## config.mk

```make
export PLATFORM = sky130hd
export DESIGN_NAME = bbm_queue
export DESIGN_NICKNAME = d
export VERILOG_FILES = /design/src/rtl/bbm_pkg.sv /design/src/rtl/bbm_queue.sv
export SDC_FILE = /design/constraint.sdc
export NUM_CORES = 2
export LEC_CHECK = 0
export BUFFER_PORTS_ARGS = -buffer_cell sky130_fd_sc_hd__buf_2
export CORE_ASPECT_RATIO = 1.5
export CORE_MARGIN = 8
export CORE_UTILIZATION = 45
export CTS_BUF_LIST = sky130_fd_sc_hd__clkbuf_8
export CTS_CLUSTER_DIAMETER = 30
export DETAILED_ROUTE_END_ITERATION = 7
export SYNTH_ARGS = -nofsm -noshare
export SYNTH_HDL_FRONTEND = slang
export SYNTH_SLANG_ARGS = --single-unit
```

## constraint.sdc

```tcl
create_clock -name clk -period 29.8 [get_ports clk]
set_input_delay 4.47 -clock clk [delete_from_list [all_inputs] [get_ports clk]]
set_output_delay 4.47 -clock clk [all_outputs]
set_load 0.1 [all_outputs]
```

## src/rtl/bbm_pkg.sv

```systemverilog
// Shared types and constants for the billboard model matrix block.
// Depends on nothing; every module of the block imports it.
`default_nettype none
package bbm_pkg;

  localparam int FRAC_BITS = 16;
  // width of a cosine or sine magnitude, 0..ONE
  localparam int CW = FRAC_BITS + 1;
  localparam logic [CW-1:0] ONE = CW'(1) << FRAC_BITS;
  localparam logic [2*CW-1:0] ONE_SQ = (2*CW)'(1) << (2 * FRAC_BITS);

  localparam int ROOT_W = 32;
  localparam int NUM_W = 32 + FRAC_BITS;

  localparam int QDEPTH = 8;
  localparam int QAW = $clog2(QDEPTH);
  localparam int FRONT_LAT = 3;

  typedef struct packed {
    logic signed [31:0] obj_x;
    logic signed [31:0] obj_y;
    logic signed [31:0] obj_z;
    logic signed [31:0] cam_x;
    logic signed [31:0] cam_y;
    logic signed [31:0] cam_z;
    logic               up_normal;
    logic [15:0]        obj_scale;
  } item_t;

  typedef struct packed {
    logic signed [31:0] m00;
    logic signed [31:0] m01;
    logic signed [31:0] m02;
    logic signed [31:0] m10;
    logic signed [31:0] m11;
    logic signed [31:0] m12;
    logic signed [31:0] m20;
    logic signed [31:0] m21;
    logic signed [31:0] m22;
    logic signed [31:0] tr_x;
    logic signed [31:0] tr_y;
    logic signed [31:0] tr_z;
  } result_t;

  typedef struct packed {
    logic signed [31:0] obj_x;
    logic signed [31:0] obj_y;
    logic signed [31:0] obj_z;
    logic               up_normal;
    logic [15:0]        obj_scale;
    logic               dx_neg;
    logic               dy_neg;
    logic               dz_pos;
    logic [30:0]        ay;
  } side_t;

  typedef struct packed {
    side_t       side;
    logic [63:0] sum_xy;
    logic [63:0] sum_l;
  } work_t;

  typedef struct packed {
    logic         empty;
    logic [QAW:0] count;
  } q_stat_t;

endpackage
`default_nettype wire

```

## src/rtl/bbm_queue.sv

```systemverilog
// Small FIFO that decouples the front end from the back end.
// Depends on bbm_pkg.
`default_nettype none
module bbm_queue import bbm_pkg::*; (
  input  logic    clk,
  input  logic    rst,
  input  logic    push,
  input  work_t   wdata,
  input  logic    pop,
  output work_t   rdata,
  output q_stat_t stat
);

  work_t          mem [QDEPTH];
  logic [QAW-1:0] wr_ptr, rd_ptr;
  logic [QAW:0]   count;

  always_ff @(posedge clk) begin
    if (push) begin
      mem[wr_ptr] <= wdata;
    end
  end

  always_ff @(posedge clk) begin
    if (rst) begin
      wr_ptr <= '0;
      rd_ptr <= '0;
      count  <= '0;
    end else begin
      if (push) wr_ptr <= wr_ptr + 1'b1;
      if (pop)  rd_ptr <= rd_ptr + 1'b1;
      count <= count + (push ? 1'b1 : 1'b0) - (pop ? 1'b1 : 1'b0);
    end
  end

  assign rdata      = mem[rd_ptr];
  assign stat.empty = (count == '0);
  assign stat.count = count;

endmodule
`default_nettype wire

```

# Word-level counts from Yosys, hierarchy flattened
# Memories as Yosys holds them, arrays and structs flattened. A register that Yosys moved wholly into a read port is not among the register bits.
# Cells that the tools add are included.
# op_classes
div,0
multipliers,0
n_mux,6
n_reduce_logical,1
eq_ne,0
n_shift,0
n_bitwise,0
magnitude_cmp,0
add_sub_neg,4
# ops
operator,count
adder 3 x 1 -> 3 bit (second input constant),2
2-to-1 mux 3 bit,2
adder 4 x 1 -> 4 bit,1
logical NOT 4 bit,1
2-to-1 mux 1 bit,4
subtractor 4 x 1 -> 4 bit,1
# totals
ramBits,2200
regBits,10
latch_bits,0
elab_cells,15
n_memories,1
mem_bits_ro,0
# mem_list
name,words,word_bits,read_ports,rd_clocked_by_memory_dff,wr,line_no,text
mem,8,275,1,1,1,bbm_queue.sv:14,work_t mem [QDEPTH];

# Logic depth before layout (Yosys ltp)
# logic_depth
depth_word,3
mapped_depth,8

# Worst setup path before layout
# No wires, ideal clock.
# synth_path
path_type,input-to-reg
from,input port push
to,memory mem[0][0] in the netlist's numbering (enable)
path_slack_ns,5.497
arrival_time_ns,23.055
cell_stages,2
setup_time_ns,1.248
t_required_ns,28.552
cell_sequence,nand2b_1 -> nor3_1
# synth_via
elab_chain_len,2
# synth_rtl
element,line_no,text
from (decl),bbm_queue.sv:7,"input logic push,"
2-to-1 mux 1 bit,bbm_queue.sv:19,if (push) begin
2-to-1 mux 1 bit (implied by the code),bbm_queue.sv:20,mem[wr_ptr] <= wdata;
to (decl),bbm_queue.sv:14,
# Every way passes these cells.

==> flow_results.xml <==
<?xml version="1.0" encoding="UTF-8"?>
<metrics>
  <group name="run_status">
    <metric name="run_status" unit="">finished, final reports clean</metric>
  </group>
  <group name="routing">
    <metric name="drtAntennaViolNets" unit="">0</metric>
    <metric name="via_per_inst" unit="">5.450</metric>
    <metric name="final_routed_drc_violation_total" unit="">0</metric>
    <metric name="drt_first_pass_iters" unit="">7</metric>
    <metric name="detailed_router_s_first_iteration_violation_count" unit="">2473</metric>
    <metric name="num_vias" unit="">37240</metric>
    <metric name="drt-total-wl" unit="mm">180.1</metric>
    <metric name="avgRoutedWirePerCell" unit="um">26.36</metric>
  </group>
  <group name="sta">
    <metric name="post-route-period-util" unit="">0.3362</metric>
    <metric name="max_slew_margin" unit="">0.2871</metric>
    <metric name="achievable-frequency" unit="GHz">0.09981</metric>
    <metric name="worst_pin_slew" unit="ns">1.069</metric>
    <metric name="final.setup.tns" unit="ns">0</metric>
    <metric name="setup-violations-final" unit="">0</metric>
    <metric name="timing.final.max_slew_violations" unit="">0</metric>
    <metric name="timing_hold_violations_final" unit="">0</metric>
    <metric name="skew" unit="ns">0.03085</metric>
    <metric name="unrepaired_setup_endpoints_after_global_routing" unit="">no</metric>
    <metric name="period_needed" unit="ns">10.02</metric>
  </group>
  <group name="clock_tree">
    <metric name="clock_sinks" unit="">2213</metric>
    <metric name="cts-hold-fix-buffers" unit="">0</metric>
    <metric name="cts_tree" unit="">done</metric>
    <metric name="ctsResizeCount" unit="">0</metric>
    <metric name="clock_tree.root_cell" unit="">sky130_fd_sc_hd__clkbuf_8</metric>
    <metric name="cts_buffer_depth" unit="">4</metric>
    <metric name="clk_transition_reported_paths" unit="ns">0.06</metric>
    <metric name="max_h_tree_level" unit="">5</metric>
    <metric name="insertion_delay" unit="ns">0.89</metric>
    <metric name="numCtsBuffers" unit="">364</metric>
    <metric name="postCtsSetupBuffers" unit="">0</metric>
  </group>
  <group name="die">
    <metric name="ioPinCount" unit="">559</metric>
    <metric name="floorplan.die.height" unit="um">542.5</metric>
    <metric name="design.die.area" unit="um2">199100</metric>
    <metric name="start_util" unit="">0.4519</metric>
    <metric name="num_rows" unit="">193</metric>
    <metric name="floorplan.core_area" unit="um2">184000</metric>
    <metric name="die_x" unit="um">367.0</metric>
  </group>
  <group name="placed_design">
    <metric name="place.gp.congestion" unit="">0.7098</metric>
    <metric name="placement.io_buffers" unit="">558</metric>
    <metric name="post-dp-hpwl" unit="mm">101.6</metric>
  </group>
  <group name="logic_synthesis">
    <metric name="synth.largest_area_cell" unit="">sky130_fd_sc_hd__edfxtp_1</metric>
    <metric name="syn_inst" unit="">3246</metric>
    <metric name="ys_seq_elements" unit="">2213</metric>
    <metric name="netlist_area" unit="um2">83160</metric>
    <metric name="synth_cell_types" unit="">23</metric>
    <metric name="synth.top_cell.area_share" unit="">0.7944</metric>
    <metric name="synthesis.nets" unit="">3533</metric>
    <metric name="ys.warnings.count" unit="">0</metric>
    <metric name="netlist_top_cells_area" unit="">sky130_fd_sc_hd__edfxtp_1 (79%), sky130_fd_sc_hd__mux4_2 (15%), sky130_fd_sc_hd__mux2_2 (3.7%), sky130_fd_sc_hd__buf_6 (0.74%), sky130_fd_sc_hd__dfxtp_1 (0.31%)</metric>
    <metric name="postSynthAreaPerCell" unit="um2">25.62</metric>
    <metric name="synth_seq_area_share" unit="">0.7976</metric>
  </group>
  <group name="setup_path">
    <metric name="worst-endpoint-required" unit="ns">25.33</metric>
    <metric name="worstSetupPathType" unit="">flip-flop to output pin</metric>
    <metric name="r2r_end" unit="">mem[1][255]</metric>
    <metric name="critPathCaptureType" unit="">output pin</metric>
    <metric name="crit_path_start_kind" unit="">flip-flop</metric>
    <metric name="reg2regPathDepth" unit="">6</metric>
    <metric name="rr_startpoint" unit="">wr_ptr[0]</metric>
    <metric name="ff2ff_setup_slack" unit="ns">25.35</metric>
    <metric name="worst-path-max-fanout" unit="">48</metric>
    <metric name="worstSetupEndpoint" unit="">rdata[136]</metric>
    <metric name="critical_path_arrival" unit="ns">5.55</metric>
  </group>
  <group name="power">
    <metric name="peakVddDrop" unit="uV">71.19</metric>
    <metric name="power-per-cell-area" unit="nW/um2">75.03</metric>
    <metric name="leakagePower" unit="nW">30.80</metric>
    <metric name="finalPower" unit="W">0.007223</metric>
  </group>
  <group name="global_route">
    <metric name="vias_in_the_first_global_route" unit="">40390</metric>
    <metric name="overall_fraction_of_global_route_tracks_in_use" unit="">0.1770</metric>
    <metric name="grt.overflow.total" unit="">0</metric>
    <metric name="grt_antenna_before_repair" unit="">66</metric>
    <metric name="maximum_number_of_pins_on_one_net_before_global_route_repair" unit="">149</metric>
    <metric name="grt_first_pass_wirelength" unit="mm">264.3</metric>
  </group>
  <group name="finish">
    <metric name="final_nets" unit="">4371</metric>
    <metric name="flow.area_growth_from_synthesis" unit="%">15.76</metric>
    <metric name="final_common_cell" unit="">sky130_fd_sc_hd__edfxtp_1</metric>
    <metric name="final_layout_size_suffix_gt1_frac" unit="">0.4493</metric>
    <metric name="layout.cells.most_common_list" unit="">sky130_fd_sc_hd__edfxtp_1 (2200), sky130_fd_sc_hd__buf_2 (558), sky130_fd_sc_hd__mux4_2 (550), sky130_fd_sc_hd__clkbuf_8 (377), sky130_fd_sc_hd__mux2_2 (275)</metric>
  </group>
  <group name="run">
    <metric name="timing.max_cap.violations" unit="">0</metric>
  </group>
  <group name="worst_hold_path">
    <metric name="hold_class" unit="">flip-flop to flip-flop</metric>
  </group>
</metrics>
-- Yosys cell counts, drive strengths merged --
cell / n
edfxtp: 2200
nand2b: 4
mux2i: 2
mux2: 275
nor2b: 1
nand2: 4
a21oi: 2
buf: 112
clkbuf: 42
nor3: 2
fa: 1
mux4: 550
ha: 7
inv: 7
and3: 1
dfxtp: 13
xnor2: 2
nor2: 16
a31o: 1
nand3: 1
xor2: 3
-- worst min-delay path by stage --
stage,startpoint,slack (ns),cells past startpoint,end
final,rd_ptr[1],0.52,2,flip-flop
after global routing,rd_ptr[1],0.55,2,flip-flop
after CTS,rd_ptr[1],0.53,2,flip-flop
after detailed placement,wr_ptr[2],0.51,2,wr_ptr[2]
after global placement,rd_ptr[2],0.51,2,flip-flop
after floorplan,rd_ptr[2],0.48,2,flip-flop
-- worst max-delay path: stages (launching register included) --
cell	delay, ns
sky130_fd_sc_hd__dfxtp_4	0.87
sky130_fd_sc_hd__buf_4	0.78
sky130_fd_sc_hd__buf_4	0.77
sky130_fd_sc_hd__buf_4	0.87
sky130_fd_sc_hd__mux4_2	0.60
sky130_fd_sc_hd__mux2_2	0.29
sky130_fd_sc_hd__buf_2	0.30
-- logic make-up (layout without fill, tap and decap cells) --
kind of cell,count (synthesis),after routing,share of synthesized area
DFF,2213,2213,0.7976
muxes,827,827,0.1864
buffers and inverters,161,1284,0.01243
and+or+nand+nor,29,29,0.001535
adders and majority gates,8,8,0.001294
xor gates and xnor gates,5,5,0.0005267
AOI/OAI and AO/OA,3,3,0.0002257
other,0,27,0
-- metal layers --
| metal | up-vias | share of wire | global-route usage |
|---|---|---|---|
| met5 | - | 0.0019 | 0 |
| met4 | 52 | 0.022 | 0.04699 |
| met3 | 351 | 0.087 | 0.06607 |
| met2 | 1109 | 0.49 | 0.2918 |
| met1 | 19930 | 0.40 | 0.2219 |
| li1 | 15800 | - | - |
-- cell type report --
class                      count  area (um2)
antenna                       27       67.56
clock buffer                 377        5189
clock inverter               274        2340
fill                       14370       87740
inverter                       7       26.28
multi-input combinational    872       15860
sequential                  2213       66330
tap                         2437        3049
timing repair buffer         626        3403
-- registers in the layout (all words and copies together), names as in the netlist, named ones only --
| name | count |
|---|---|
| mem | 2200 |
| count | 4 |
| rd_ptr | 3 |
| wr_ptr | 3 |
-- metrics by stage --
| stage | util | hold slack (ns) | area, um2 | cells | setup slack (ns) |
|---|---|---|---|---|---|
| after floorplan | - | 0.4847 | 83160 | 3246 | 5.497 |
| after global placement | 0.4819 | 0.5087 | 88670 | 6155 | 20.48 |
| after detailed placement | 0.4819 | 0.5122 | 88670 | 6155 | 20.46 |
| after CTS | 0.5228 | 0.5254 | 96200 | 6806 | 19.41 |
| after global routing | 0.5228 | 0.5545 | 96200 | 6808 | 19.19 |
| final | 0.5232 | 0.5240 | 96270 | 6833 | 19.78 |
-- power breakdown --
group	switching, W	internal (W)	total, W
logic	0.000740	0.000239	0.000978
clock network	0.00118	0.00153	0.00272
registers	0.0000213	0.00351	0.00353
total	0.00194	0.00528	0.00722
Note: power is estimated with default switching activity, not from simulation.
